**src/sv/pic_core_instruction_execute_macros.svh**
```systemverilog
// ----------------------------------------------------------------------------
// PIC execute unit assertion macros
// Shared helpers for the concurrent checks at the end of the top level.
// ----------------------------------------------------------------------------
`ifndef PIC_CORE_INSTRUCTION_EXECUTE_MACROS_SVH
`define PIC_CORE_INSTRUCTION_EXECUTE_MACROS_SVH

// Same-cycle implication, checked while out of reset
`define PICE_ASSERT_IMPLY(label, clk, rst_n, ante, cons) \
    label: assert property (@(posedge clk) disable iff (!(rst_n)) (ante) |-> (cons)) \
        else $error("pice: same-cycle check failed");

// Next-cycle implication, checked while out of reset
`define PICE_ASSERT_NEXT(label, clk, rst_n, ante, cons) \
    label: assert property (@(posedge clk) disable iff (!(rst_n)) (ante) |=> (cons)) \
        else $error("pice: next-cycle check failed");

`endif

```
**src/sv/pice_pkg.sv**
```systemverilog
// ----------------------------------------------------------------------------
// PIC execute unit package
// Operation codes, masks, register map and the structs passed between units.
// ----------------------------------------------------------------------------
package pice_pkg;

    // Return stack depth default
    localparam int STACK_DEPTH = 8;

    // Field widths
    localparam int OP_W   = 6;
    localparam int BYTE_W = 8;
    localparam int BIT_W  = 3;
    localparam int TGT_W  = 11;
    localparam int PC_W   = 13;
    localparam int ACT_W  = 2;

    // Configuration port
    localparam int ADDR_W = 3;
    localparam int DATA_W = 32;
    localparam logic [0:0] REG_CORE_KIND = 1'b0;

    // Core kinds
    localparam logic CORE_BASELINE = 1'b0;
    localparam logic CORE_MIDRANGE = 1'b1;

    // Branch target masks
    localparam logic [TGT_W-1:0] CALL_MASK_BASE = 11'h0ff;
    localparam logic [TGT_W-1:0] GOTO_MASK_BASE = 11'h1ff;
    localparam logic [TGT_W-1:0] JUMP_MASK_MID  = 11'h7ff;

    // Next-PC actions
    localparam logic [ACT_W-1:0] PC_INC   = 2'd0;
    localparam logic [ACT_W-1:0] PC_SKIP  = 2'd1;
    localparam logic [ACT_W-1:0] PC_JUMP  = 2'd2;
    localparam logic [ACT_W-1:0] PC_SLEEP = 2'd3;

    // Instruction kinds
    localparam logic [OP_W-1:0] OP_ADDWF  = 6'd0;
    localparam logic [OP_W-1:0] OP_ANDLW  = 6'd1;
    localparam logic [OP_W-1:0] OP_ANDWF  = 6'd2;
    localparam logic [OP_W-1:0] OP_BCF    = 6'd3;
    localparam logic [OP_W-1:0] OP_BSF    = 6'd4;
    localparam logic [OP_W-1:0] OP_BTFSC  = 6'd5;
    localparam logic [OP_W-1:0] OP_BTFSS  = 6'd6;
    localparam logic [OP_W-1:0] OP_CALL   = 6'd7;
    localparam logic [OP_W-1:0] OP_CLRF   = 6'd8;
    localparam logic [OP_W-1:0] OP_CLRW   = 6'd9;
    localparam logic [OP_W-1:0] OP_CLRWDT = 6'd10;
    localparam logic [OP_W-1:0] OP_COMF   = 6'd11;
    localparam logic [OP_W-1:0] OP_DECF   = 6'd12;
    localparam logic [OP_W-1:0] OP_DECFSZ = 6'd13;
    localparam logic [OP_W-1:0] OP_GOTO   = 6'd14;
    localparam logic [OP_W-1:0] OP_INCF   = 6'd15;
    localparam logic [OP_W-1:0] OP_INCFSZ = 6'd16;
    localparam logic [OP_W-1:0] OP_IORLW  = 6'd17;
    localparam logic [OP_W-1:0] OP_IORWF  = 6'd18;
    localparam logic [OP_W-1:0] OP_MOVLW  = 6'd19;
    localparam logic [OP_W-1:0] OP_MOVF   = 6'd20;
    localparam logic [OP_W-1:0] OP_MOVWF  = 6'd21;
    localparam logic [OP_W-1:0] OP_NOP    = 6'd22;
    localparam logic [OP_W-1:0] OP_OPTION = 6'd23;
    localparam logic [OP_W-1:0] OP_RETLW  = 6'd24;
    localparam logic [OP_W-1:0] OP_RLF    = 6'd25;
    localparam logic [OP_W-1:0] OP_RRF    = 6'd26;
    localparam logic [OP_W-1:0] OP_SLEEP  = 6'd27;
    localparam logic [OP_W-1:0] OP_SUBWF  = 6'd28;
    localparam logic [OP_W-1:0] OP_SWAPF  = 6'd29;
    localparam logic [OP_W-1:0] OP_TRIS   = 6'd30;
    localparam logic [OP_W-1:0] OP_XORLW  = 6'd31;
    localparam logic [OP_W-1:0] OP_XORWF  = 6'd32;

    // One decoded instruction
    typedef struct packed {
        logic [OP_W-1:0]   operation;
        logic [BYTE_W-1:0] file_value;
        logic [BYTE_W-1:0] literal;
        logic              to_file;
        logic [BIT_W-1:0]  bit_index;
        logic [TGT_W-1:0]  branch_target;
        logic [PC_W-1:0]   next_address;
        logic [PC_W-1:0]   page_bits;
    } instr_t;

    // W and status flags
    typedef struct packed {
        logic [BYTE_W-1:0] w;
        logic              c;
        logic              dc;
        logic              z;
    } arch_t;

    // Return stack request
    typedef struct packed {
        logic            push;
        logic            pop;
        logic [PC_W-1:0] push_addr;
    } stack_ctl_t;

    // One result item
    typedef struct packed {
        logic              write_file;
        logic [BYTE_W-1:0] result_value;
        logic [BYTE_W-1:0] w_value;
        logic              carry_flag;
        logic              digit_carry_flag;
        logic              zero_flag;
        logic [ACT_W-1:0]  pc_action;
        logic [PC_W-1:0]   next_pc;
        logic              clear_watchdog;
        logic              option_write;
        logic              tris_write;
    } result_t;

endpackage

```
**src/sv/pice_stack.sv**
```systemverilog
// ----------------------------------------------------------------------------
// PIC return stack
// Circular return stack with per-entry valid bits; unwritten entries read zero.
// ----------------------------------------------------------------------------
module pice_stack #(
    parameter int STACK_DEPTH = pice_pkg::STACK_DEPTH
) (
    input  logic                        aclk,
    input  logic                        aresetn,
    input  pice_pkg::stack_ctl_t        ctl,
    output logic [pice_pkg::PC_W-1:0]   top_data
);

    localparam int PTR_W = $clog2(STACK_DEPTH);
    localparam logic [PTR_W-1:0] PTR_LAST = PTR_W'(STACK_DEPTH - 1);

    logic [pice_pkg::PC_W-1:0] entry_mem [STACK_DEPTH];
    logic [STACK_DEPTH-1:0]    valid_reg;
    logic [STACK_DEPTH-1:0]    valid_next;
    logic [PTR_W-1:0]          sp_reg;
    logic [PTR_W-1:0]          sp_next;
    logic [PTR_W-1:0]          sp_prev;
    logic [PTR_W-1:0]          sp_inc;

    // Wrap the pointer at both ends
    assign sp_prev = (sp_reg == '0) ? PTR_LAST : sp_reg - PTR_W'(1);
    assign sp_inc  = (sp_reg == PTR_LAST) ? '0 : sp_reg + PTR_W'(1);

    // Most recent entry, zero until written
    assign top_data = valid_reg[sp_prev] ? entry_mem[sp_prev] : '0;

    always_comb begin
        sp_next    = sp_reg;
        valid_next = valid_reg;
        if (ctl.push) begin
            sp_next            = sp_inc;
            valid_next[sp_reg] = 1'b1;
        end else if (ctl.pop) begin
            sp_next = sp_prev;
        end
    end

    // Pointer and valid bits
    always_ff @(posedge aclk) begin
        if (!aresetn) begin
            sp_reg    <= '0;
            valid_reg <= '0;
        end else begin
            sp_reg    <= sp_next;
            valid_reg <= valid_next;
        end
    end

    // Entry storage
    always_ff @(posedge aclk) begin
        if (ctl.push) begin
            entry_mem[sp_reg] <= ctl.push_addr;
        end
    end

endmodule

```
**src/sv/pice_alu.sv**
```systemverilog
// ----------------------------------------------------------------------------
// PIC execute ALU
// Combinational instruction evaluation: write-back byte, W, flags, PC action.
// ----------------------------------------------------------------------------
module pice_alu (
    input  pice_pkg::instr_t            instr,
    input  pice_pkg::arch_t             arch,
    input  logic                        core_kind,
    input  logic [pice_pkg::PC_W-1:0]   top_data,
    output pice_pkg::arch_t             arch_next,
    output pice_pkg::stack_ctl_t        stack_ctl,
    output pice_pkg::result_t           result
);

    logic [pice_pkg::BYTE_W-1:0] f;
    logic [pice_pkg::BYTE_W-1:0] w;
    logic [pice_pkg::BYTE_W-1:0] bit_mask;
    logic [pice_pkg::BYTE_W:0]   sum9;
    logic [4:0]                  nib_sum;
    logic [pice_pkg::TGT_W-1:0]  call_mask;
    logic [pice_pkg::TGT_W-1:0]  goto_mask;
    logic [pice_pkg::BYTE_W-1:0] res;
    logic                        alu_op;
    logic                        wf;
    logic                        tw;

    assign f        = instr.file_value;
    assign w        = arch.w;
    assign bit_mask = 8'h01 << instr.bit_index;
    assign sum9     = {1'b0, f} + {1'b0, w};
    assign nib_sum  = {1'b0, f[3:0]} + {1'b0, w[3:0]};

    // Branch target masks per core kind
    assign call_mask = (core_kind == pice_pkg::CORE_MIDRANGE) ?
                       pice_pkg::JUMP_MASK_MID : pice_pkg::CALL_MASK_BASE;
    assign goto_mask = (core_kind == pice_pkg::CORE_MIDRANGE) ?
                       pice_pkg::JUMP_MASK_MID : pice_pkg::GOTO_MASK_BASE;

    always_comb begin
        arch_next  = arch;
        res        = '0;
        alu_op     = 1'b0;
        wf         = 1'b0;
        tw         = 1'b0;
        stack_ctl  = '0;
        result     = '0;
        stack_ctl.push_addr = instr.next_address;

        unique case (instr.operation)
            pice_pkg::OP_ADDWF: begin
                res          = sum9[7:0];
                alu_op       = 1'b1;
                arch_next.c  = sum9[8];
                arch_next.dc = nib_sum[4];
                arch_next.z  = (sum9[7:0] == '0);
            end
            pice_pkg::OP_ANDLW: begin
                arch_next.w = w & instr.literal;
                arch_next.z = ((w & instr.literal) == '0);
            end
            pice_pkg::OP_ANDWF: begin
                res         = f & w;
                alu_op      = 1'b1;
                arch_next.z = ((f & w) == '0);
            end
            pice_pkg::OP_BCF: begin
                res = f & ~bit_mask;
                wf  = 1'b1;
            end
            pice_pkg::OP_BSF: begin
                res = f | bit_mask;
                wf  = 1'b1;
            end
            pice_pkg::OP_BTFSC: begin
                if ((f & bit_mask) == '0) begin
                    result.pc_action = pice_pkg::PC_SKIP;
                end
            end
            pice_pkg::OP_BTFSS: begin
                if ((f & bit_mask) != '0) begin
                    result.pc_action = pice_pkg::PC_SKIP;
                end
            end
            pice_pkg::OP_CALL: begin
                stack_ctl.push   = 1'b1;
                result.pc_action = pice_pkg::PC_JUMP;
                result.next_pc   = instr.page_bits |
                                   {2'b00, instr.branch_target & call_mask};
            end
            pice_pkg::OP_CLRF: begin
                wf          = 1'b1;
                arch_next.z = 1'b1;
            end
            pice_pkg::OP_CLRW: begin
                arch_next.w = '0;
                arch_next.z = 1'b1;
            end
            pice_pkg::OP_CLRWDT: begin
                result.clear_watchdog = 1'b1;
            end
            pice_pkg::OP_COMF: begin
                res         = ~f;
                alu_op      = 1'b1;
                arch_next.z = (f == 8'hff);
            end
            pice_pkg::OP_DECF: begin
                res         = f - 8'd1;
                alu_op      = 1'b1;
                arch_next.z = (f == 8'd1);
            end
            pice_pkg::OP_DECFSZ: begin
                res    = f - 8'd1;
                alu_op = 1'b1;
                if (f == 8'd1) begin
                    result.pc_action = pice_pkg::PC_SKIP;
                end
            end
            pice_pkg::OP_GOTO: begin
                result.pc_action = pice_pkg::PC_JUMP;
                result.next_pc   = instr.page_bits |
                                   {2'b00, instr.branch_target & goto_mask};
            end
            pice_pkg::OP_INCF: begin
                res         = f + 8'd1;
                alu_op      = 1'b1;
                arch_next.z = (f == 8'hff);
            end
            pice_pkg::OP_INCFSZ: begin
                res    = f + 8'd1;
                alu_op = 1'b1;
                if (f == 8'hff) begin
                    result.pc_action = pice_pkg::PC_SKIP;
                end
            end
            pice_pkg::OP_IORLW: begin
                arch_next.w = w | instr.literal;
                arch_next.z = ((w | instr.literal) == '0);
            end
            pice_pkg::OP_IORWF: begin
                res         = f | w;
                alu_op      = 1'b1;
                arch_next.z = ((f | w) == '0);
            end
            pice_pkg::OP_MOVLW: begin
                arch_next.w = instr.literal;
            end
            pice_pkg::OP_MOVF: begin
                res         = f;
                alu_op      = 1'b1;
                arch_next.z = (f == '0);
            end
            pice_pkg::OP_MOVWF: begin
                res = w;
                wf  = 1'b1;
            end
            pice_pkg::OP_OPTION: begin
                result.option_write = 1'b1;
            end
            pice_pkg::OP_RETLW: begin
                stack_ctl.pop    = 1'b1;
                arch_next.w      = instr.literal;
                result.pc_action = pice_pkg::PC_JUMP;
                result.next_pc   = top_data;
            end
            pice_pkg::OP_RLF: begin
                res         = {f[6:0], arch.c};
                alu_op      = 1'b1;
                arch_next.c = f[7];
            end
            pice_pkg::OP_RRF: begin
                res         = {arch.c, f[7:1]};
                alu_op      = 1'b1;
                arch_next.c = f[0];
            end
            pice_pkg::OP_SLEEP: begin
                result.pc_action = pice_pkg::PC_SLEEP;
            end
            pice_pkg::OP_SUBWF: begin
                // Carry and digit carry mean no borrow
                res          = f - w;
                alu_op       = 1'b1;
                arch_next.c  = (f >= w);
                arch_next.dc = (f[3:0] >= w[3:0]);
                arch_next.z  = (f == w);
            end
            pice_pkg::OP_SWAPF: begin
                res    = {f[3:0], f[7:4]};
                alu_op = 1'b1;
            end
            pice_pkg::OP_TRIS: begin
                tw = 1'b1;
            end
            pice_pkg::OP_XORLW: begin
                arch_next.w = w ^ instr.literal;
                arch_next.z = (w == instr.literal);
            end
            pice_pkg::OP_XORWF: begin
                res         = f ^ w;
                alu_op      = 1'b1;
                arch_next.z = (f == w);
            end
            default: begin
                // nop and undefined kinds leave everything alone
            end
        endcase

        // Steer ALU result by the destination bit
        if (alu_op) begin
            if (instr.to_file) begin
                wf = 1'b1;
            end else begin
                arch_next.w = res;
            end
        end

        result.write_file       = wf;
        result.result_value     = wf ? res : (tw ? w : '0);
        result.w_value          = arch_next.w;
        result.carry_flag       = arch_next.c;
        result.digit_carry_flag = arch_next.dc;
        result.zero_flag        = arch_next.z;
        result.tris_write       = tw;
    end

endmodule

```
**src/sv/pic_core_instruction_execute.sv**
```systemverilog
// Path from input accept to m_tvalid: input register, then result register.
// Throughput: one instruction per cycle unless m_tready holds the result register;
// the W/flag/stack loop closes through the ALU, so only back-pressure stalls it.
// Reset (aresetn low, synchronous): W, C, DC, Z, stack pointer and stack valid
// bits clear, core_kind returns to the mid-range core, both stages empty.
// ----------------------------------------------------------------------------
// PIC core instruction execute unit
// Executes decoded baseline/mid-range PIC instructions against W, the status
// flags and a circular return stack, one stream request per instruction.
// ----------------------------------------------------------------------------
`include "pic_core_instruction_execute_macros.svh"

module pic_core_instruction_execute #(
    parameter int STACK_DEPTH = pice_pkg::STACK_DEPTH
) (
    input  logic                          aclk,
    input  logic                          aresetn,

    // Configuration port
    input  logic                          psel,
    input  logic                          penable,
    input  logic                          pwrite,
    input  logic [pice_pkg::ADDR_W-1:0]   paddr,
    input  logic [pice_pkg::DATA_W-1:0]   pwdata,
    output logic [pice_pkg::DATA_W-1:0]   prdata,
    output logic                          pready,

    // Instruction stream
    input  logic                          s_tvalid,
    output logic                          s_tready,
    // [7:0] file_value, [15:8] literal, [16] to_file, [19:17] bit_index,
    // [30:20] branch_target, [43:31] next_address, [56:44] page_bits, [63:57] zero
    input  logic [63:0]                   s_tdata,
    // [5:0] operation
    input  logic [5:0]                    s_tuser,

    // Result stream
    output logic                          m_tvalid,
    input  logic                          m_tready,
    // [0] write_file, [8:1] result_value, [16:9] w_value, [17] carry_flag,
    // [18] digit_carry_flag, [19] zero_flag, [21:20] pc_action, [34:22] next_pc,
    // [35] clear_watchdog, [36] option_write, [37] tris_write, [39:38] zero
    output logic [39:0]                   m_tdata
);

    logic                       core_kind_reg;
    logic                       cfg_write;

    pice_pkg::instr_t           instr_reg;
    pice_pkg::instr_t           instr_next;
    logic                       in_valid_reg;
    logic                       move;

    pice_pkg::arch_t            arch_reg;
    pice_pkg::arch_t            arch_next;
    pice_pkg::stack_ctl_t       alu_stack_ctl;
    pice_pkg::stack_ctl_t       stack_ctl;
    logic [pice_pkg::PC_W-1:0]  top_data;

    pice_pkg::result_t          alu_result;
    pice_pkg::result_t          result_reg;
    logic                       out_valid_reg;

    // Configuration register
    assign pready    = 1'b1;
    assign cfg_write = psel && penable && pwrite && pready;
    assign prdata    = (paddr[2:2] == pice_pkg::REG_CORE_KIND) ?
                       {{(pice_pkg::DATA_W-1){1'b0}}, core_kind_reg} : '0;

    always_ff @(posedge aclk) begin
        if (!aresetn) begin
            core_kind_reg <= pice_pkg::CORE_MIDRANGE;
        end else if (cfg_write && (paddr[2:2] == pice_pkg::REG_CORE_KIND)) begin
            core_kind_reg <= pwdata[0];
        end
    end

    // Advance the input stage into the result register
    assign move     = in_valid_reg && (!out_valid_reg || m_tready);
    assign s_tready = !in_valid_reg || move;

    // Unpack the incoming request
    always_comb begin
        instr_next.operation     = s_tuser;
        instr_next.file_value    = s_tdata[7:0];
        instr_next.literal       = s_tdata[15:8];
        instr_next.to_file       = s_tdata[16];
        instr_next.bit_index     = s_tdata[19:17];
        instr_next.branch_target = s_tdata[30:20];
        instr_next.next_address  = s_tdata[43:31];
        instr_next.page_bits     = s_tdata[56:44];
    end

    // Input stage
    always_ff @(posedge aclk) begin
        if (!aresetn) begin
            in_valid_reg <= 1'b0;
        end else if (s_tready) begin
            in_valid_reg <= s_tvalid;
        end
    end

    always_ff @(posedge aclk) begin
        if (s_tvalid && s_tready) begin
            instr_reg <= instr_next;
        end
    end

    // Execute
    pice_alu u_alu (
        .instr     (instr_reg),
        .arch      (arch_reg),
        .core_kind (core_kind_reg),
        .top_data  (top_data),
        .arch_next (arch_next),
        .stack_ctl (alu_stack_ctl),
        .result    (alu_result)
    );

    // Gate stack requests with the stage advance
    always_comb begin
        stack_ctl           = alu_stack_ctl;
        stack_ctl.push      = alu_stack_ctl.push && move;
        stack_ctl.pop       = alu_stack_ctl.pop && move;
    end

    pice_stack #(
        .STACK_DEPTH (STACK_DEPTH)
    ) u_stack (
        .aclk     (aclk),
        .aresetn  (aresetn),
        .ctl      (stack_ctl),
        .top_data (top_data)
    );

    // W and flags
    always_ff @(posedge aclk) begin
        if (!aresetn) begin
            arch_reg <= '0;
        end else if (move) begin
            arch_reg <= arch_next;
        end
    end

    // Result register
    always_ff @(posedge aclk) begin
        if (!aresetn) begin
            out_valid_reg <= 1'b0;
        end else if (move) begin
            out_valid_reg <= 1'b1;
        end else if (m_tready) begin
            out_valid_reg <= 1'b0;
        end
    end

    always_ff @(posedge aclk) begin
        if (move) begin
            result_reg <= alu_result;
        end
    end

    // Pack the result request
    assign m_tvalid = out_valid_reg;
    assign m_tdata  = {2'b00,
                       result_reg.tris_write,
                       result_reg.option_write,
                       result_reg.clear_watchdog,
                       result_reg.next_pc,
                       result_reg.pc_action,
                       result_reg.zero_flag,
                       result_reg.digit_carry_flag,
                       result_reg.carry_flag,
                       result_reg.w_value,
                       result_reg.result_value,
                       result_reg.write_file};

    // Checks
    `PICE_ASSERT_IMPLY(a_npc_only_on_jump, aclk, aresetn, m_tvalid && (result_reg.pc_action != pice_pkg::PC_JUMP), result_reg.next_pc == '0)
    `PICE_ASSERT_IMPLY(a_tris_carries_w, aclk, aresetn, m_tvalid && result_reg.tris_write, !result_reg.write_file && (result_reg.result_value == result_reg.w_value))
    `PICE_ASSERT_NEXT(a_state_held_on_stall, aclk, aresetn, out_valid_reg && !m_tready, $stable(arch_reg))

endmodule
```
**config.mk**
```make
export PLATFORM = sky130hd
export DESIGN_NAME = pic_core_instruction_execute
export DESIGN_NICKNAME = d
export VERILOG_FILES = /design/src/sv/pice_pkg.sv /design/src/sv/pice_stack.sv /design/src/sv/pice_alu.sv /design/src/sv/pic_core_instruction_execute.sv
export VERILOG_INCLUDE_DIRS = /design/src /design/src/sv
export SDC_FILE = /design/constraint.sdc
export NUM_CORES = 1
export LEC_CHECK = 0
export BUFFER_PORTS_ARGS = -buffer_cell sky130_fd_sc_hd__buf_4
export CAP_MARGIN = 20
export CORE_MARGIN = 1
export CORE_UTILIZATION = 35
export CTS_CLUSTER_DIAMETER = 50
export DETAILED_ROUTE_END_ITERATION = 16
export PLACE_DENSITY = 0.52
export SYNTH_ARGS = -nofsm -noshare
export SYNTH_HDL_FRONTEND = slang
export SYNTH_SLANG_ARGS = --single-unit
```
**constraint.sdc**
```tcl
create_clock -name aclk -period 5.2 [get_ports aclk]
set_input_delay 1.04 -clock aclk [delete_from_list [all_inputs] [get_ports aclk]]
set_output_delay 1.04 -clock aclk [all_outputs]
set_load 0.03 [all_outputs]
```
==> flow_summary.toml, run 1 <==
[run_status]
status = "finished clean"

[die]
start_util_pct = 35.5
dieArea_sq_mm = 0.0357
core_sq_mm = 0.0345
dieHeight_microns = 189
die_w_microns = 189
num_io_pins = 187
rows = 68

[global_route]
grt_use_total_pct = 20.1
grt_first_pass_wirelength_microns = 54500
antenna_found_initial = 0
grt_overflow = 0
grt_pass1_vias = 8724
grt_max_degree = 64

[setup_path]
worst-r2r-setup-slack_ps = 1700
timing.rr.start = "instr_reg[58]$_DFFE_PP_"
critPathBufInv = 0
cp.depth = 6
worstRegToRegCells = 6
critPathMaxStageDelay_ps = 810
worstReg2RegEnd = "m_tdata[11]$_DFFE_PP_"
cp_data_required_time_ps = 5540
worstSetupEndpoint = "m_tdata[11]$_DFFE_PP_"
cp_max_fo = 22
crit_start = "instr_reg[58]$_DFFE_PP_"
start_kind = "flip-flop"
crit_path_end_kind = "flip-flop"
crit_type = "reg -> reg"
cp_slowest_cell = "edfxtp_1"
cp_data_arrival_time_ps = 3840
cp_cell_sequence = "nand2b_1 > nor2_1 > a22o_1 > a2111oi_1 > nand4_1 > mux2_2"
cpLargestDelayFamily = "simple AND/OR/NAND/NOR gates"

[final_layout]
stdcell_area_sq_mm = 0.0144
antenna_cells = 0
drive_above_1_share_pct = 21.8
synthToLayoutAreaGrowth_pct = 17.6
final_nets = 1262
finish.utilization_pct = 41.7
largest_reg_flops = 104
final_cells = 1580

[route]
avgViaCountPerCell = 5.61
wl_per_cell_microns = 22.6
drtIter0Drc = 884
drc = 0
num_vias = 8871
wirelength_microns = 35700
firstDrtPassIters = 5
ant_nets = 0

[synthesis]
yosysWarnings = 0
netlist_area_sq_mm = 0.0122
synth_enable_flop_cells = 205
synthCells = 996
ys_ff_latch = 230
syn_area_per_cell_sq_um = 12.3
async_flop_share_pct = 0
synthFlopType = "edfxtp_1"
synth_cell_type_count = 98
ys_seq_area_share_pct = 54.4

[power_and_ir_drop]
finalPower_mw = 4.54
p_leak_nw = 5.02
p_sw_mw = 1.18
power.share.clock_pct = 43.3
ir_worst_vdd_v = 0.000235
p_int_mw = 3.36
power.density_mw_per_mm2 = 316
combPwrFrac_pct = 9.7
p_seq_share_pct = 47.0
swShare_pct = 26.0

[place]
hpwl_microns = 24900
io_buffers = 112
placed_area_sq_mm = 0.0134
dp_cells = 1522
gp_congestion = 0.985
pre_cts_ws_ps = 1530

[timing]
slew_viol_final = 0
period_needed_ps = 3500
fin_worst_skew_ps = 19.2
tightest_slew_ps = 1100
setup_violations = 0
slew_headroom_pct = 26.3
period_share_pct = 67.4
whs_ps = 464
fin_tns_setup_ps = 0
rsz0062_at_grt = "no"
worst_slack_ps = 1700
hold_viol = 0
fmax_mhz = 286

[clocking]
postCtsSetupRepairBufs = 0
cts_tree = "done"
cts_max_level = 1
clock_latency_ps = 590
path_clk_slew_ps = 60
cts_resized = 0
root_buffer = "clkbuf_16"
cts_max_path_buffers = 3
clock-sinks = 230
cts_hold_buf = 0
cts_buffers = 31

[run]
timing.max_cap.violations = 0

[worst_hold_path]
min_path_type = "reg -> reg"
-- layer usage --
layer,up-vias,track usage [%],share of wire (%)
met2,309,32.7,48
met3,84,3.06,5.3
li1,4059,-,-
met4,0,8.31,4.2
met5,-,0,0
met1,4419,26.7,43
-- layout make-up --
| cell class | count | area, sq um |
|---|---|---|
| inverter | 40 | 150 |
| timing repair buffer | 131 | 983 |
| clock buffer | 37 | 808 |
| fill | 3261 | 20100 |
| tap | 455 | 569 |
| multi-input combinational | 666 | 5050 |
| clock inverter | 21 | 155 |
| sequential | 230 | 6660 |
-- cells in the final DEF, fill, tap and decap left out, types with 7 or more instances in the layout --
cell	n
edfxtp_1	205
buf_4	131
nor2_1	62
nand2_1	48
ha_1	48
inv_1	39
nor3_1	35
conb_1	34
clkbuf_16	31
nand3_1	30
a21oi_1	27
mux4_2	26
dfxtp_1	25
o21ai_0	23
o22ai_1	17
mux2i_1	17
a211oi_1	16
a221o_1	15
nor4_1	11
nor2b_1	10
a22oi_1	10
a22o_1	10
nand2b_1	9
and3_1	9
nand4_1	9
o21a_1	9
nor2_2	8
a2111oi_0	7
clkinv_1	7
-- power groups by stage --
stage	clock network [mW]	logic [mW]	registers, mW
floorplan	0	0.278	2.17
global placement	0	0.436	2.17
detailed placement	0	0.435	2.17
CTS	2.01	0.438	2.13
global route	2.09	0.470	2.14
finish	1.96	0.439	2.13
-- worst min-delay path by stage --
stage | from | end | slack, ps | cells after the start
floorplan | u_stack.valid_reg[1]$_SDFFE_PN0P_ | u_stack.valid_reg[1]$_SDFFE_PN0P_ | 430 | 2
detailed placement | u_stack.valid_reg[5]$_SDFFE_PN0P_ | u_stack.valid_reg[5]$_SDFFE_PN0P_ | 450 | 1
finish | u_stack.valid_reg[5]$_SDFFE_PN0P_ | u_stack.valid_reg[5]$_SDFFE_PN0P_ | 460 | 1
CTS | u_stack.valid_reg[5]$_SDFFE_PN0P_ | u_stack.valid_reg[5]$_SDFFE_PN0P_ | 470 | 1
global placement | u_stack.valid_reg[7]$_SDFFE_PN0P_ | u_stack.valid_reg[7]$_SDFFE_PN0P_ | 440 | 1
global route | u_stack.valid_reg[3]$_SDFFE_PN0P_ | u_stack.valid_reg[3]$_SDFFE_PN0P_ | 480 | 2
-- synth_stat cells (all sizes together), types with 5 or more instances --
library cell / count / area share [%]
nor4b: 5 / 0.36
a22oi: 10 / 0.61
or3: 6 / 0.31
buf: 64 / 3.5
o22ai: 17 / 0.87
o211ai: 5 / 0.31
a211oi: 17 / 1.1
nand3: 30 / 1.2
o221ai: 5 / 0.36
a22o: 10 / 0.72
or4b: 6 / 0.49
o2bb2ai: 5 / 0.36
ha: 48 / 4.9
dfxtp: 25 / 4.1
nor3: 41 / 1.8
mux4: 26 / 4.8
clkbuf: 28 / 0.86
nor4: 13 / 0.79
a221oi: 7 / 0.55
nor2: 70 / 2.3
a311oi: 5 / 0.41
and2: 5 / 0.26
a221o: 15 / 1.2
a21oi: 28 / 1.2
or2: 7 / 0.36
and3: 9 / 0.46
nand2b: 9 / 0.46
or4: 6 / 0.37
inv: 40 / 1.2
nor3b: 6 / 0.37
a2111oi: 8 / 0.58
edfxtp: 205 / 50
nand2: 50 / 1.6
o31ai: 5 / 0.31
o21a: 9 / 0.55
o21ai: 27 / 1.1
mux2: 6 / 0.55
nand4b: 5 / 0.41
nand4: 9 / 0.46
nor2b: 11 / 0.56
mux2i: 17 / 1.4
-- kinds of logic (layout without fill, tap and decap cells) --
kind of cell	Yosys count	count (layout)	synth area share (%)
AO/OA/AOI/OAI	219	219	13.5
XOR/XNOR	7	7	0.501
adder cells (fa/ha/maj)	50	50	5.24
buffers and inverters	132	229	5.59
flip-flops	230	230	54.4
multiplexers	49	49	6.73
other	2	34	0.0614
AND/OR/NAND/NOR	307	307	13.9
(Power assumes the default switching activity.)
==> run 2: changes to the inputs <==
- clock period: 5.2 -> 3.3 ns (I/O delays scaled with it)
==> run 2 against run 1 <==
Against the previous run: cell count rose by 4.5%; largest cell class unchanged; maximum frequency rose by 13%; wire length rose by 3.8%; total power rose by 59%; highest routed layer unchanged; clock-buffer cell count did not move.
==> flow_summary.toml, run 2 (synthesis results as in run 1) <==
[clocking]
cts_buffers = 30
cts_max_path_buffers = 3
clock-sinks = 230
cts_max_level = 1
root_buffer = "clkbuf_16"
clock_latency_ps = 590
path_clk_slew_ps = 60
cts_tree = "done"

[final_layout]
antenna_cells = 0
drive_above_1_share_pct = 26.3
largest_reg_flops = 104
final_cell_mix = "edfxtp_1, buf_4, nor2_1"
layout_commonest_cell = "edfxtp_1"
synthToLayoutAreaGrowth_pct = 22.4
final_nets = 1334

[die]
rows = 68
num_io_pins = 187
die_w_microns = 189
core_sq_mm = 0.0345
dieHeight_microns = 189
dieArea_sq_mm = 0.0357
start_util_pct = 35.5

[setup_path]
start_kind = "flip-flop"
crit_type = "reg -> reg"
cp_max_fo = 12
cp_data_arrival_time_ps = 3420
crit_path_end_kind = "flip-flop"
cp_data_required_time_ps = 3610

[place]
io_buffers = 112
gp_congestion = 0.972
pre_cts_ws_ps = 260
hpwl_microns = 26900

[timing]
period_needed_ps = 3110
rsz0062_at_grt = "no"
fin_tns_setup_ps = 0
fmax_mhz = 321
slew_viol_final = 0
hold_viol = 0
fin_worst_skew_ps = 31.1
setup_violations = 0
worst_slack_ps = 189
whs_ps = 242
tightest_slew_ps = 796
period_share_pct = 94.3
slew_headroom_pct = 46.8

[run]
timing.max_cap.violations = 0

[route]
wirelength_microns = 37100
drtIter0Drc = 780
drc = 0
avgViaCountPerCell = 5.53
firstDrtPassIters = 5
wl_per_cell_microns = 22.5
num_vias = 9125
ant_nets = 0

[power_and_ir_drop]
p_seq_share_pct = 46.3
combPwrFrac_pct = 11.0
p_sw_mw = 1.86
finalPower_mw = 7.20
ir_worst_vdd_v = 0.000457
p_leak_nw = 5.39
power.share.clock_pct = 42.7
power.density_mw_per_mm2 = 481
p_int_mw = 5.34
swShare_pct = 25.9

[run_status]
status = "finished clean"

[global_route]
grt_use_total_pct = 20.9
grt_overflow = 0
grt_first_pass_wirelength_microns = 56000
grt_pass1_vias = 9003
grt_max_degree = 37
antenna_found_initial = 0

[worst_hold_path]
min_path_type = "in -> reg"
## run 2: cell count changes in the layout (fill, tap and decap cells not counted), sizes merged
cell and delta:
bufinv +1, clkinvlp +1, inv -3, clkinv -1
buf +73
## run 2: power groups by stage
stage | Sequential (mW) | Clock, mW | Combinational [mW]
after floorplan | 3.42 | 0 | 0.438
after global placement | 3.39 | 0 | 0.790
after detailed placement | 3.40 | 0 | 0.788
after CTS | 3.34 | 3.15 | 0.791
after global routing | 3.34 | 3.26 | 0.852
final | 3.33 | 3.07 | 0.796
## run 2: cell type report
cell class,instances,area (sq um)
clock buffer,37,777
sequential,230,6660
tap,455,569
timing repair buffer,204,1580
fill,3185,19500
multi-input combinational,666,5060
clock inverter,19,176
inverter,40,150
## run 2: per-stage QoR
step / utilization (%) / instances / instance area, sq um
floorplan: - / 1028 / 12400
global placement: 40.7 / 1595 / 14000
finish: 43.4 / 1651 / 15000
CTS: 43.4 / 1651 / 15000
global route: 43.4 / 1651 / 15000
detailed placement: 40.7 / 1595 / 14000
## run 2: worst paths after layout
check             slack, ps  depth (start not counted)                         startpoint                                 to
setup / recovery        190                          6            instr_reg[58]$_DFFE_PP_              m_tdata[10]$_DFFE_PP_
hold / removal          240                          1                        s_tdata[40]            instr_reg[22]$_DFFE_PP_
setup reg to reg        190                          6            instr_reg[58]$_DFFE_PP_              m_tdata[10]$_DFFE_PP_
hold reg to reg         460                          1  u_stack.valid_reg[6]$_SDFFE_PN0P_  u_stack.valid_reg[6]$_SDFFE_PN0P_
## run 2: what timing repair did
item	CTS	global route
setup buffers	0	0
hold buffers	0	0
setup endpoints to repair	0	1
hold endpoints to repair	0	0
gates resized for setup	0	1
## run 2: metal layers
metal / vias up / share of wire [%] / track usage, %
li1: 4207 / - / -
met1: 4439 / 41 / 27.1
met2: 383 / 47 / 34.0
met3: 96 / 6.1 / 3.06
met4: 0 / 5.4 / 10.6
met5: - / 0 / 0
## run 2: critical path: stages (launching register included)
cell       delay [ps]
edfxtp_1          670
nor3_2            140
and3_1            310
a221o_1           380
a2111oi_0         550
o2111ai_1         390
mux2_1            390
==> run 3: changes to the inputs <==
- SETUP_SLACK_MARGIN: unset -> 0.2
- SLEW_MARGIN: unset -> 15
==> run 3 against run 2 <==
Against the previous run: maximum frequency rose by 5.8%; sequential power barely moved; setup slack improved by 170 ps; flip-flop and latch count did not move; sequential share of layout area fell by 0.21 points; cell area rose by 0.47%; largest cell class unchanged; critical path depth rose by 2.
==> flow_summary.toml, run 3 (synthesis results as in run 1) <==
[final_layout]
antenna_cells = 0
stdcell_area_sq_mm = 0.0150
final_cells = 1660
largest_reg_flops = 104
final_nets = 1343
layout_commonest_cell = "buf_4"
final_cell_mix = "buf_4, edfxtp_1, nor2_1"
fillerInstances = 3183
drive_above_1_share_pct = 26.9
synthToLayoutAreaGrowth_pct = 23.0

[global_route]
top_usage_layer = "met2"
grt_use_total_pct = 20.9
use_met3_pct = 3.06
grt_first_pass_wirelength_microns = 56000
met1_usage_pct = 27.1
antenna_found_initial = 0
grt_pass1_vias = 9003
grt_overflow = 0
gr-usage-met2_pct = 34.0
grt_max_degree = 37

[setup_path]
crit_start = "instr_reg[62]$_DFFE_PP_"
worstReg2RegEnd = "m_tdata[19]$_DFFE_PP_"
cp_data_arrival_time_ps = 3250
worstRegToRegCells = 8
cp_max_fo = 25
start_kind = "flip-flop"
timing.rr.start = "instr_reg[62]$_DFFE_PP_"
worst-r2r-setup-slack_ps = 360
cp_data_required_time_ps = 3610
critPathMaxStageDelay_ps = 590
cp_cell_sequence = "buf_12 > or4b_1 > buf_4 > or2_1 > nor3_1 > or4_1 > nor4_1 > a31oi_1"
cp_slowest_cell = "nor4_1"
crit_path_end_kind = "flip-flop"
cp.depth = 8
worstSetupEndpoint = "m_tdata[19]$_DFFE_PP_"
cpLargestDelayFamily = "simple AND/OR/NAND/NOR gates"
critPathBufInv = 2
crit_type = "reg -> reg"

[route]
wl_per_cell_microns = 22.5
drtIter0Drc = 750
ant_nets = 0
avgViaCountPerCell = 5.56
firstDrtPassIters = 6
drc = 0
num_vias = 9223
wirelength_microns = 37300

[die]
core_sq_mm = 0.0345
dieArea_sq_mm = 0.0357
die_w_microns = 189
start_util_pct = 35.5
num_io_pins = 187
rows = 68
dieHeight_microns = 189

[timing]
fin_worst_skew_ps = 31.0
slew_headroom_pct = 50.2
tightest_slew_ps = 741
whs_ps = 242
fmax_mhz = 340
period_share_pct = 89.1
fin_tns_setup_ps = 0
period_needed_ps = 2940
slew_viol_final = 0
hold_viol = 0
setup_violations = 0
rsz0062_at_grt = "no"
worst_slack_ps = 359

[place]
dp_cells = 1595
pre_cts_ws_ps = 260
io_buffers = 112
placed_area_sq_mm = 0.0140
gp_congestion = 0.972
hpwl_microns = 26900

[clocking]
clock_latency_ps = 590
clock-sinks = 230
cts_max_level = 1
cts_hold_buf = 0
root_buffer = "clkbuf_16"
cts_tree = "done"
cts_max_path_buffers = 3
path_clk_slew_ps = 60
cts_buffers = 30

[power_and_ir_drop]
ir_worst_vdd_v = 0.000456
power.density_mw_per_mm2 = 480
p_leak_nw = 5.43

[run]
timing.max_cap.violations = 0

[worst_hold_path]
min_path_type = "in -> reg"
min_from = "s_tdata[40]"

[run_status]
status = "finished clean"
run 3: final cells by class:
| class | instances | area, sq um | share of cell area, % |
|---|---|---|---|
| Clock buffer | 37 | 777 | 5.17 |
| Clock inverter | 19 | 176 | 1.17 |
| Inverter | 40 | 150 | 0.998 |
| Multi-Input combinational cell | 666 | 5060 | 33.7 |
| Sequential cell | 230 | 6660 | 44.3 |
| Tap cell | 455 | 569 | 3.79 |
| Timing Repair Buffer | 213 | 1650 | 11.0 |
run 3: worst min-delay path by stage:
stage	depth (start not counted)	to	slack (ps)
global route	1	instr_reg[33]$_DFFE_PP_	220
detailed placement	1	u_stack.valid_reg[6]$_SDFFE_PN0P_	450
floorplan	2	u_stack.valid_reg[1]$_SDFFE_PN0P_	430
CTS	1	instr_reg[22]$_DFFE_PP_	220
finish	1	instr_reg[22]$_DFFE_PP_	240
global placement	1	u_stack.valid_reg[5]$_SDFFE_PN0P_	440
run 3: worst reg2reg max path, delay by kind of cell, from the launching register on:
kind | cells | cell delay (ps)
simple gates | 5 | 1540
flops | 1 | 560
buf+inv | 2 | 390
compound gates | 1 | 200
run 3: report_power, final:
part           switching (mW)  internal [mW]
Combinational           0.507          0.306
Sequential             0.0635           3.26
Clock                    1.30           1.78
Total                    1.87           5.35
run 3: through the flow:
stage / util (%) / power [mW]
global route: 43.6 / 7.47
detailed placement: 40.7 / 4.18
global placement: 40.7 / 4.18
floorplan: - / 3.86
CTS: 43.4 / 7.28
finish: 43.6 / 7.22
run 3: routing by layer:
metal | share of wire (%) | up-vias
met2 | 47 | 354
met4 | 5.3 | 0
li1 | - | 4225
met1 | 41 | 4545
met5 | 0 | -
met3 | 6.2 | 99
run 3: repair_timing:
action                                  CTS  global route
endpoints found under the setup margin    0            77
gates resized for setup                   0             3
setup buffers                             0             9
